[config.mk]
export PLATFORM = sky130hd
export DESIGN_NAME = lru_cache_table_unit_flat
export DESIGN_NICKNAME = d
export VERILOG_FILES = /design/src/sv/lrut_pkg.sv /design/src/sv/lrut_in_if.sv /design/src/sv/lrut_out_if.sv /design/src/sv/lrut_lookup.sv /design/src/sv/lru_cache_table_unit.sv /design/src/flat_wrapper.sv
export SDC_FILE = /design/constraint.sdc
export NUM_CORES = 2
export LEC_CHECK = 0
export ABC_AREA = 0
export BUFFER_PORTS_ARGS = -buffer_cell sky130_fd_sc_hd__buf_2
export CORE_MARGIN = 5
export CORE_UTILIZATION = 39
export DETAILED_ROUTE_END_ITERATION = 16
export PLACE_DENSITY = 0.57
export SYNTH_ARGS = -nofsm -noshare
export SYNTH_HDL_FRONTEND = slang
export SYNTH_HIERARCHICAL = 1
export SYNTH_SLANG_ARGS = --single-unit
[constraint.sdc]
create_clock -name clk -period 6.5 [get_ports clk]
set_clock_uncertainty 0.05 [all_clocks]
set_input_delay 1.3 -clock clk [delete_from_list [all_inputs] [get_ports clk]]
set_output_delay 1.3 -clock clk [all_outputs]
set_load 0.02 [all_outputs]
[src/sv/lrut_pkg.sv]
`timescale 1ns / 1ps
// lrut_pkg: shared types and constants for the lru cache table
// no dependencies; used by the interfaces, the lookup block and the top level

package lrut_pkg;

  localparam int KEY_W         = 32;
  localparam int DATA_W        = 32;
  localparam int CAP_W         = 5;
  localparam int ENTRIES_DEF   = 16;
  localparam int VALUE_BITS_DEF = 32;

  localparam logic [CAP_W-1:0] CAP_RESET = 5'd16;

  typedef enum logic {
    CMD_PUT = 1'b0,
    CMD_GET = 1'b1
  } cmd_t;

  // status from the lookup block to the update logic
  typedef struct packed {
    logic hit;
    logic evict;
  } lkup_stat_t;

endpackage

[src/sv/lrut_in_if.sv]
`timescale 1ns / 1ps
// lrut_in_if: request channel (valid/ready plus command word)
// depends on lrut_pkg

interface lrut_in_if import lrut_pkg::*; ();
  logic                    valid;
  logic                    ready;
  cmd_t                    cmd;
  logic signed [KEY_W-1:0] key;
  logic [DATA_W-1:0]       value;

  modport source (output valid, cmd, key, value, input ready);
  modport sink   (input valid, cmd, key, value, output ready);
endinterface

[src/sv/lrut_out_if.sv]
`timescale 1ns / 1ps
// lrut_out_if: result channel (valid/ready plus result word)
// depends on lrut_pkg

interface lrut_out_if import lrut_pkg::*; ();
  logic                    valid;
  logic                    ready;
  logic                    hit;
  logic [DATA_W-1:0]       read_value;
  logic                    evicted;
  logic signed [KEY_W-1:0] evicted_key;

  modport source (output valid, hit, read_value, evicted, evicted_key, input ready);
  modport sink   (input valid, hit, read_value, evicted, evicted_key, output ready);
endinterface

[src/sv/lrut_lookup.sv]
`timescale 1ns / 1ps
// lrut_lookup: parallel key match, lru pick and free slot pick
// depends on lrut_pkg

module lrut_lookup import lrut_pkg::*; #(
  parameter int ENTRIES = ENTRIES_DEF,
  parameter int RANK_W  = (ENTRIES > 1) ? $clog2(ENTRIES) : 1,
  parameter int CNT_W   = $clog2(ENTRIES + 1)
) (
  input  cmd_t                                  cmd,
  input  logic signed [KEY_W-1:0]               key,
  input  logic [ENTRIES-1:0]                    valid_vec,
  input  logic [ENTRIES-1:0][KEY_W-1:0]         keys,
  input  logic [ENTRIES-1:0][RANK_W-1:0]        ranks,
  input  logic [CNT_W-1:0]                      count,
  input  logic [CAP_W-1:0]                      cap,
  output logic [ENTRIES-1:0]                    match_oh,
  output logic [ENTRIES-1:0]                    lru_oh,
  output logic [ENTRIES-1:0]                    slot_oh,
  output lkup_stat_t                            stat
);

  localparam int CW = (CNT_W > CAP_W) ? CNT_W : CAP_W;

  logic [CW-1:0]      cap_ext;
  logic [CW-1:0]      cnt_ext;
  logic [CW-1:0]      eff_cap;
  logic [RANK_W-1:0]  oldest_rank;
  logic [ENTRIES-1:0] free_vec;

  assign cap_ext = CW'(cap);
  assign cnt_ext = CW'(count);

  // zero acts as one, anything above the table size acts as the table size
  always_comb begin
    if (cap == '0) begin
      eff_cap = CW'(1);
    end else if (cap_ext > CW'(ENTRIES)) begin
      eff_cap = CW'(ENTRIES);
    end else begin
      eff_cap = cap_ext;
    end
  end

  // valid ranks are distinct 0..count-1, so the oldest holds count-1
  assign oldest_rank = RANK_W'(count - CNT_W'(1));

  always_comb begin
    for (int i = 0; i < ENTRIES; i++) begin
      match_oh[i] = valid_vec[i] && (keys[i] == key);
      lru_oh[i]   = valid_vec[i] && (ranks[i] == oldest_rank);
    end
  end

  assign stat.hit   = |match_oh;
  assign stat.evict = (cmd == CMD_PUT) && !stat.hit && (cnt_ext >= eff_cap) && (count != '0);

  // first free slot, counting the one an eviction opens
  assign free_vec = ~valid_vec | (stat.evict ? lru_oh : '0);
  assign slot_oh  = free_vec & (~free_vec + ENTRIES'(1));

endmodule

[src/sv/lru_cache_table_unit.sv]
`timescale 1ns / 1ps
// lru_cache_table_unit: fully associative key/value table with lru replacement
// depends on lrut_pkg, lrut_in_if, lrut_out_if, lrut_lookup

// Usage: each request word is a put (insert or update) or a get with a signed
// key. Every request yields exactly one result word in the cycle after it is
// accepted, and a new request can be accepted every cycle: the lookup, the
// recency update and the insert all complete in the cycle of acceptance, with
// the result held in an output register. in_ch.ready drops only while that
// output register is full and the consumer is not taking it. Keys and recency
// ranks live in flip-flops per entry and are compared in parallel; the single
// capacity register (cfg_we / cfg_wdata) limits how many entries fill before
// eviction starts and should be written while no request is in flight. There
// is no clearing pass: valid bits reset immediately.

module lru_cache_table_unit import lrut_pkg::*; #(
  parameter int ENTRIES    = ENTRIES_DEF,
  parameter int VALUE_BITS = VALUE_BITS_DEF
) (
  input  logic             clk,
  input  logic             rst_n,
  lrut_in_if.sink          in_ch,
  lrut_out_if.source       out_ch,
  input  logic             cfg_we,
  input  logic [CAP_W-1:0] cfg_wdata
);

  localparam int RANK_W = (ENTRIES > 1) ? $clog2(ENTRIES) : 1;
  localparam int CNT_W  = $clog2(ENTRIES + 1);

  // table state
  logic [CAP_W-1:0]                    cap_r;
  logic [ENTRIES-1:0]                  valid_r, valid_nxt;
  logic [ENTRIES-1:0][KEY_W-1:0]       keys_r, keys_nxt;
  logic [ENTRIES-1:0][VALUE_BITS-1:0]  vals_r, vals_nxt;
  logic [ENTRIES-1:0][RANK_W-1:0]      ranks_r, ranks_nxt;
  logic [CNT_W-1:0]                    cnt_r, cnt_nxt;

  // output register
  logic                    out_valid_r;
  logic                    hit_r, hit_nxt;
  logic [DATA_W-1:0]       rd_val_r, rd_val_nxt;
  logic                    evicted_r, evicted_nxt;
  logic signed [KEY_W-1:0] ev_key_r, ev_key_nxt;

  logic                    accept;
  logic                    in_ready;
  logic [ENTRIES-1:0]      match_oh, lru_oh, slot_oh;
  lkup_stat_t              stat;
  logic [VALUE_BITS-1:0]   wr_val;
  logic [VALUE_BITS-1:0]   hit_val;
  logic [KEY_W-1:0]        lru_key;
  logic [RANK_W-1:0]       hit_rank;
  logic                    is_get;

  // the output register frees up in the same cycle it is drained
  assign in_ready    = !out_valid_r || out_ch.ready;
  assign in_ch.ready = in_ready;
  assign accept      = in_ch.valid && in_ready;
  assign is_get      = (in_ch.cmd == CMD_GET);
  assign wr_val      = VALUE_BITS'(in_ch.value);

  lrut_lookup #(
    .ENTRIES (ENTRIES),
    .RANK_W  (RANK_W),
    .CNT_W   (CNT_W)
  ) u_lookup (
    .cmd       (in_ch.cmd),
    .key       (in_ch.key),
    .valid_vec (valid_r),
    .keys      (keys_r),
    .ranks     (ranks_r),
    .count     (cnt_r),
    .cap       (cap_r),
    .match_oh  (match_oh),
    .lru_oh    (lru_oh),
    .slot_oh   (slot_oh),
    .stat      (stat)
  );

  // one-hot and-or selects: at most one entry matches, one is oldest
  always_comb begin
    hit_val  = '0;
    lru_key  = '0;
    hit_rank = '0;
    for (int i = 0; i < ENTRIES; i++) begin
      hit_val  = hit_val  | (match_oh[i] ? vals_r[i]  : '0);
      hit_rank = hit_rank | (match_oh[i] ? ranks_r[i] : '0);
      lru_key  = lru_key  | (lru_oh[i]   ? keys_r[i]  : '0);
    end
  end

  // table update for the request being accepted
  always_comb begin
    valid_nxt = valid_r;
    keys_nxt  = keys_r;
    vals_nxt  = vals_r;
    ranks_nxt = ranks_r;
    cnt_nxt   = cnt_r;
    if (stat.hit) begin
      // hit: entry becomes newest, newer ones age by one
      for (int i = 0; i < ENTRIES; i++) begin
        if (match_oh[i]) begin
          ranks_nxt[i] = '0;
          if (!is_get) begin
            vals_nxt[i] = wr_val;
          end
        end else if (valid_r[i] && (ranks_r[i] < hit_rank)) begin
          ranks_nxt[i] = ranks_r[i] + RANK_W'(1);
        end
      end
    end else if (!is_get) begin
      // put miss: optional eviction, insert as newest, everyone else ages
      for (int i = 0; i < ENTRIES; i++) begin
        if (slot_oh[i]) begin
          valid_nxt[i] = 1'b1;
          keys_nxt[i]  = in_ch.key;
          vals_nxt[i]  = wr_val;
          ranks_nxt[i] = '0;
        end else if (stat.evict && lru_oh[i]) begin
          valid_nxt[i] = 1'b0;
          ranks_nxt[i] = '0;
        end else if (valid_r[i]) begin
          ranks_nxt[i] = ranks_r[i] + RANK_W'(1);
        end
      end
      if (!stat.evict) begin
        cnt_nxt = cnt_r + CNT_W'(1);
      end
    end
  end

  // result word
  always_comb begin
    hit_nxt     = stat.hit;
    rd_val_nxt  = (stat.hit && is_get) ? DATA_W'(hit_val) : '0;
    evicted_nxt = stat.evict;
    ev_key_nxt  = stat.evict ? lru_key : '0;
  end

  always_ff @(posedge clk) begin
    if (!rst_n) begin
      cap_r   <= CAP_RESET;
      valid_r <= '0;
      ranks_r <= '0;
      cnt_r   <= '0;
    end else begin
      if (cfg_we) begin
        cap_r <= cfg_wdata;
      end
      if (accept) begin
        valid_r <= valid_nxt;
        ranks_r <= ranks_nxt;
        cnt_r   <= cnt_nxt;
      end
    end
  end

  // key and value storage, no reset: only read behind a valid bit
  always_ff @(posedge clk) begin
    if (accept) begin
      keys_r <= keys_nxt;
      vals_r <= vals_nxt;
    end
  end

  always_ff @(posedge clk) begin
    if (!rst_n) begin
      out_valid_r <= 1'b0;
    end else if (accept) begin
      out_valid_r <= 1'b1;
    end else if (out_ch.ready) begin
      out_valid_r <= 1'b0;
    end
  end

  always_ff @(posedge clk) begin
    if (accept) begin
      hit_r     <= hit_nxt;
      rd_val_r  <= rd_val_nxt;
      evicted_r <= evicted_nxt;
      ev_key_r  <= ev_key_nxt;
    end
  end

  assign out_ch.valid       = out_valid_r;
  assign out_ch.hit         = hit_r;
  assign out_ch.read_value  = rd_val_r;
  assign out_ch.evicted     = evicted_r;
  assign out_ch.evicted_key = ev_key_r;

  // fill count tracks the valid bits
  a_cnt_matches_valid: assert property (@(posedge clk) disable iff (!rst_n)
    $countones(valid_r) == int'(cnt_r))
    else $error("entry count out of step with valid bits");

  // keys are unique among valid entries
  a_match_onehot: assert property (@(posedge clk) disable iff (!rst_n)
    $onehot0(match_oh))
    else $error("key matches more than one entry");

  // an eviction always leaves a slot for the insert
  a_slot_on_put_miss: assert property (@(posedge clk) disable iff (!rst_n)
    (accept && !is_get && !stat.hit) |-> $onehot(slot_oh))
    else $error("put miss found no free slot");

  // hit and eviction never appear together
  a_hit_xor_evict: assert property (@(posedge clk) disable iff (!rst_n)
    out_valid_r |-> !(hit_r && evicted_r))
    else $error("result reports hit and eviction together");

  // every accepted request leaves a result in the output register
  a_result_follows: assert property (@(posedge clk) disable iff (!rst_n)
    accept |=> out_valid_r)
    else $error("accepted request produced no result");

endmodule

[src/flat_wrapper.sv]
// flat-port wrapper written by rule: the top's interface ports become plain ports
module lru_cache_table_unit_flat import lrut_pkg::*;
#(
  parameter int ENTRIES    = ENTRIES_DEF,
  parameter int VALUE_BITS = VALUE_BITS_DEF
)
  (clk, rst_n, cfg_we, cfg_wdata, in_ch_valid, in_ch_cmd, in_ch_key, in_ch_value, in_ch_ready, out_ch_valid, out_ch_hit, out_ch_read_value, out_ch_evicted, out_ch_evicted_key, out_ch_ready);
  lrut_in_if in_ch_i ();
  lrut_out_if out_ch_i ();
  input  logic clk;
  input  logic rst_n;
  input  logic cfg_we;
  input  logic [CAP_W-1:0] cfg_wdata;
  input wire logic [$bits(in_ch_i.valid)-1:0] in_ch_valid;
  input wire logic [$bits(in_ch_i.cmd)-1:0] in_ch_cmd;
  input wire logic [$bits(in_ch_i.key)-1:0] in_ch_key;
  input wire logic [$bits(in_ch_i.value)-1:0] in_ch_value;
  output wire logic [$bits(in_ch_i.ready)-1:0] in_ch_ready;
  output wire logic [$bits(out_ch_i.valid)-1:0] out_ch_valid;
  output wire logic [$bits(out_ch_i.hit)-1:0] out_ch_hit;
  output wire logic [$bits(out_ch_i.read_value)-1:0] out_ch_read_value;
  output wire logic [$bits(out_ch_i.evicted)-1:0] out_ch_evicted;
  output wire logic [$bits(out_ch_i.evicted_key)-1:0] out_ch_evicted_key;
  input wire logic [$bits(out_ch_i.ready)-1:0] out_ch_ready;
  assign in_ch_i.valid = in_ch_valid;
  assign in_ch_i.cmd = in_ch_cmd;
  assign in_ch_i.key = in_ch_key;
  assign in_ch_i.value = in_ch_value;
  assign in_ch_ready = in_ch_i.ready;
  assign out_ch_valid = out_ch_i.valid;
  assign out_ch_hit = out_ch_i.hit;
  assign out_ch_read_value = out_ch_i.read_value;
  assign out_ch_evicted = out_ch_i.evicted;
  assign out_ch_evicted_key = out_ch_i.evicted_key;
  assign out_ch_i.ready = out_ch_ready;
  lru_cache_table_unit #(.ENTRIES(ENTRIES), .VALUE_BITS(VALUE_BITS)) u_core (.clk(clk), .rst_n(rst_n), .in_ch(in_ch_i), .out_ch(out_ch_i), .cfg_we(cfg_we), .cfg_wdata(cfg_wdata));
endmodule
Word level (Yosys, flattened, before mapping)
Index checks and enable logic that the tools add are counted.

Output and inout port bits: 68. Register bits after elaboration: 1181. Word-level logic and storage cells: 632. Input bits: 75.

Bitwise operators: 52. Multiplexer cells: 202. Reduce and logical (&&, ||, !) cells: 189. $lt $le $gt $ge: 18. $add $sub $neg: 19. Equal/unequal tests: 81.

Operators with widths (count): $mux 32 (65); $mux 512 (2); $or 32x32->32 (30); $eq 32x32->1 (16); $mux 4 (96); $reduce_and 4->1 (49); $mux 64 (2); $reduce_and 5->1 (16); $logic_and 1x1->1 (69); $reduce_bool 2->1 (33); $add 4x1->4 const B (16); $eq 4x4->1 (16); $lt 4x4->1 (16); $ne 2x2->1 const B (32); $reduce_bool 4->1 (16); $or 4x4->4 (15); $ne 3x3->1 const B (16); $mux 1 (34); $not 16->16 (2); $add 16x1->16 const B (1); $and 16x16->16 (1); $mux 16 (1); $or 16x16->16 (1); $reduce_or 16->1 (1); other kinds (11) (15).

Longest topological paths before layout
Depth after elaboration: 23. Mapped depth: 22. Mapped depth without buffers: 18.

Modules after synthesis
Netlist, hierarchy kept.

Modules (own cells, without submodules): lru_cache_table_unit (area each 45329.7 um2, cells each 2794, instances 1); lrut_lookup (area each 7576.0 um2, cells each 1002, instances 1).

Worst setup path before layout
No wires, ideal clock.

Path kind: input to register. From: in in_ch_key[20]. To: reg u_core/vals_r[256] (netlist name), enable pin. Setup slack: 0.141 ns. Path buffers: 6. Arrival: 5.888 ns. Stages on the path: 14. Required time: 6.029 ns. Path through: buf_2 > xor2_1 > or4_1 > nor4_1 > or4_1 > nor4_2 > clkbuf_1 > inv_1 > buf_2 > buf_1 > buf_2 > buf_1 > mux2i_1 > nor2_1.

RTL lines: start, declared (line flat_wrapper.sv:16) `input wire logic [$bits(in_ch_i.key)-1:0] in_ch_key;`; end signal, assigned (line lru_cache_table_unit.sv:163) `vals_r <= vals_nxt;`; end, declared (line lru_cache_table_unit.sv:35) `logic [ENTRIES-1:0][VALUE_BITS-1:0] vals_r, vals_nxt;`.

Final worst setup path
From: in in_ch_key[11]. To: reg u_core/ranks_r[37] (netlist name).

Elaborated cells between the ends (all ways): 85.

RTL lines: $eq 32x32->1 (*) (line lrut_lookup.sv:50) `match_oh[i] = valid_vec[i] && (keys[i] == key);`; $logic_and 1x1->1 (*) (line lrut_lookup.sv:50); net u_core.match_oh[4] (line lru_cache_table_unit.sv:48) `logic [ENTRIES-1:0] match_oh, lru_oh, slot_oh;`; $mux 4 (line lru_cache_table_unit.sv:88) `hit_rank = hit_rank | (match_oh[i] ? ranks_r[i] : '0);`; $or 4x4->4 (12 in series) (line lru_cache_table_unit.sv:88); $lt 4x4->1 (line lru_cache_table_unit.sv:108) `end else if (valid_r[i] && (ranks_r[i] < hit_rank)) begin`; $logic_and 1x1->1 (line lru_cache_table_unit.sv:108); $ne 3x3->1 (no source line); $reduce_and 4->1 (no source line); end signal, assigned (line lru_cache_table_unit.sv:153) `ranks_r <= ranks_nxt;`; end, declared (line lru_cache_table_unit.sv:36) `logic [ENTRIES-1:0][RANK_W-1:0] ranks_r, ranks_nxt;`.

The timed path passes the listed nets; every way through them passes the cells marked *. The select of a mux whose other input is x is not followed. A chain may end at the register's enable or synchronous reset.

==> flow_summary.toml <==
[detailed_routing]
route.met3.wl_um = 25800
ant_nets = 0
maxUsedRoutingLayer = "met5"
dr_total_vias = 37800
drt_iter0_markers = 5223
routed_wl_um = 207000
vias_per_cell = 6.33
routedWlPerCell_um = 34.7
drt-met1-wl_um = 84400
drt_pass1_iterations = 6
wl_met2_um = 89400
drc = 0

[cts]
cts-resized-gates = 0
cts_tree = "yes"
clockBufferDepth = 3
root_buffer = "clkbuf_16"
path_clk_slew_ns = 0.05
htreeDepth = 4
cts_setup_buffers = 0
ctsHoldBuffers = 0
cts.sinks = 1181
numCtsBuffers = 131
worstSkewPairLatency_ns = 0.79

[synthesis]
synthTopCellsByArea = "edfxtp_1, xor2_1, xnor2_1, a22oi_1, dfxtp_1"
syn_nets = 3927
ys_warn_count = 6
synth_edf_count = 1090
synth_top_family_by_area = "compound AO/OA/AOI/OAI gates"
synth-simple-area-share_pct = 7.87
synth-seq-cells = 1181
synth_compound_gate_area_share_pct = 12.8
yosysTopAreaCell = "edfxtp_1"
ys_types = 72
synthCells = 3796
synthAdderAreaFrac_pct = 1.57
async_flop_share_pct = 0
synth_area_mm2 = 0.0529
ys.flop_type = "edfxtp_1"
ys_seq_area_share_pct = 65.3
muxShareOfSynthArea_pct = 0.416
synth_xor_area_share_pct = 9.56
avgSynthCellArea_um2 = 13.9
post-synth-top-area-fraction_pct = 61.9

[timing]
tightest_slew_ns = 1.36
fmaxAchievable_mhz = 183
finalMaxSlewViolations = 0
hold_violations = 0
rsz0062_at_grt = "no"
period_minus_slack_ns = 5.47
fin_crit_sh_pct = 84.2
finalSetupTns_ns = 0
max-slew-margin-rel_pct = 8.66
final-setup-viol-count = 0

[cells_and_area]
syn_to_final_growth_pct = 17.0
fin_nets = 4214
nFillCells = 12100
finish.instance_area_mm2 = 0.0619
drive_gt1_share_pct = 16.9
fin_util_pct = 45.8

[die]
start_util_pct = 39.2
fp.coreArea_mm2 = 0.135
rows = 135
fp.dieArea_mm2 = 0.143
ios = 143
die_h_um = 378
fp.dieW_um = 378

[pwr]
power_switching_mw = 3.81
power_frac_seq_pct = 51.2
power_density_mw_per_mm2 = 264
p_clk_share_pct = 44.0
swShare_pct = 23.3
internal-power_mw = 12.5
power_mw = 16.3
p_comb_share_pct = 4.8
p_leak_nw = 20.1
peakVddDrop_v = 0.000227

[placement]
place_area_mm2 = 0.0577
dp.final_hpwl_um = 135000
portBuffers = 142
gp_congestion = 1.02

[worst_setup_path]
cpMaxStageDelayCell = "nor4_1"
crit_top_cell = "buf_4"
worstSetupStartpointType = "input port"
crit_required_ns = 7.12
crit_type = "input port to flop"
max_stage_delay_ns = 0.88
crit_arrival_ns = 6.09
end_kind = "flop"
crit_chain = "buf_2, xor2_1, nor4_1, nand4_1, nor3_2, buf_4, buf_4, a22oi_1, nand2_1, or4_4, a21oi_2, maj3_1, o21ai_2, nor2_1, a311o_1"
crit_path_max_fanout = 21

[global_routing]
antenna_found_initial = 19
grt_first_pass_wirelength_um = 285000
gr-total-overflow = 0
grt_pass1_vias = 35300
grt_start_max_net_pins = 90
grt_usage_pct = 28.3

[status]
status = "complete, no violations"

[job]
max_cap_viol_count = 0

[min_path]
worst_hold_path_type = "flop to flop"
## kinds of logic after synthesis
group / Yosys count
DFF: 1181
and+or+nand+nor: 792
xor gates and xnor gates: 572
buffers and inverters: 303
AOI/OAI and AO/OA: 858
adders and majority gates: 68
muxes: 22
## final timing paths
path | startpoint | slack (ns) | to | cells past startpoint
min reg2reg | u_core/cap_r[0] | 0.45 | u_core/cap_r[0] | 2
min | u_core/cap_r[0] | 0.45 | u_core/cap_r[0] | 2
max | in_ch_key[11] | 1.03 | u_core/ranks_r[37] | 15
max reg2reg | u_core/cnt_r[0] | 1.31 | u_core/vals_r[443] | 14
## power by group through the flow
stage	clock network (mW)	registers (mW)	logic, mW
floorplan	0	8.55	0.330
global placement	0	8.52	0.754
detailed placement	0	8.53	0.758
CTS	7.29	8.37	0.760
global route	7.61	8.37	0.807
finish	7.19	8.37	0.793
## worst max-delay path, delay by kind of cell
family / cells / cell delay [ns]
compound gates: 4 / 0.79
xor+xnor: 1 / 0.30
fa+ha+maj: 1 / 0.37
buf+inv: 3 / 1.31
simple gates: 6 / 2.00
## through the flow
step	hold slack [ns]	worst slack [ns]	cells
floorplan	0.411	0.141	3796
global placement	0.433	0.392	5731
detailed placement	0.435	0.404	5731
CTS	0.451	1.24	5966
global route	0.466	0.858	5966
finish	0.446	1.03	5972
## layout by cell type (no fill, tap or decap), drive strengths merged, types with 14 or more instances in the layout
| cell | netlist | routed |
|---|---|---|
| clkbuf | 119 | 164 |
| edfxtp | 1090 | 1090 |
| and3 | 45 | 45 |
| a21oi | 42 | 42 |
| nand2 | 141 | 141 |
| inv | 43 | 49 |
| a22o | 143 | 143 |
| ha | 56 | 56 |
| xor2 | 309 | 309 |
| a21o | 21 | 21 |
| nor2 | 106 | 106 |
| o211ai | 29 | 29 |
| nor3 | 50 | 50 |
| and2 | 19 | 19 |
| a31oi | 75 | 75 |
| o21ai | 25 | 25 |
| nand3 | 160 | 160 |
| nor4 | 68 | 68 |
| a221oi | 152 | 152 |
| nand2b | 31 | 31 |
| mux2i | 22 | 22 |
| buf | 139 | 412 |
| a211o | 14 | 14 |
| dfxtp | 91 | 91 |
| nand4 | 111 | 111 |
| or4 | 18 | 18 |
| o21a | 42 | 42 |
| a22oi | 258 | 258 |
| xnor2 | 260 | 260 |
| clkinv | 2 | 59 |
## cells in the mapped netlist (7+ instances only)
master and number:
a311o_1 7, o211ai_1 29, o21a_1 42, nand2b_1 31, nor3b_1 11, or3_1 7, ha_1 56, edfxtp_1 1090
clkbuf_1 119, a22o_1 143, nor4_1 66, a21oi_2 8, o21ai_0 14, o21ai_2 7, buf_1 46, nor3_1 49
nand3_1 160, a21o_1 21, or4_1 17, mux2i_1 22, a22oi_1 256, maj3_2 9, a31o_1 7, and3_1 44
a31oi_1 70, a211oi_1 7, inv_1 42, nand4_1 111, dfxtp_1 91, nor2b_1 8, buf_2 81, xnor2_1 260
and2_1 19, a21oi_1 34, nand2_1 141, nor2_1 106, xor2_1 308, a221oi_1 152, a211o_1 14
## layout make-up
class                           instances  area [um2]  share of cell area (%)
Sequential cell                      1181       34600                    55.8
Multi-Input combinational cell       2312       17300                    28.0
Clock buffer                          164        3410                    5.51
Clock inverter                         71         708                    1.14
Timing Repair Buffer                  412        3480                    5.62
Tap cell                             1781        2230                    3.60
Antenna cell                            6        15.0                  0.0243
Inverter                               45         171                   0.277
## registers in the layout (all words and copies together) (netlist names)
name                       cells
u_core/vals_r                512
u_core/out_ch.evicted_key     32
u_core/keys_r                512
u_core/out_ch.valid            1
u_core/cap_r                   5
u_core/out_ch.evicted          1
u_core/out_ch.read_value      32
u_core/cnt_r                   5
u_core/out_ch.hit              1
u_core/valid_r                16
u_core/ranks_r                64
## routing by layer
layer  track usage [%]  up-vias
met1              39.5    19400
met2              41.9     2433
met3              9.13      424
met4              9.28       16
met5                 0        -
li1                  -    15500
Note: power is estimated with default switching activity, not from simulation.
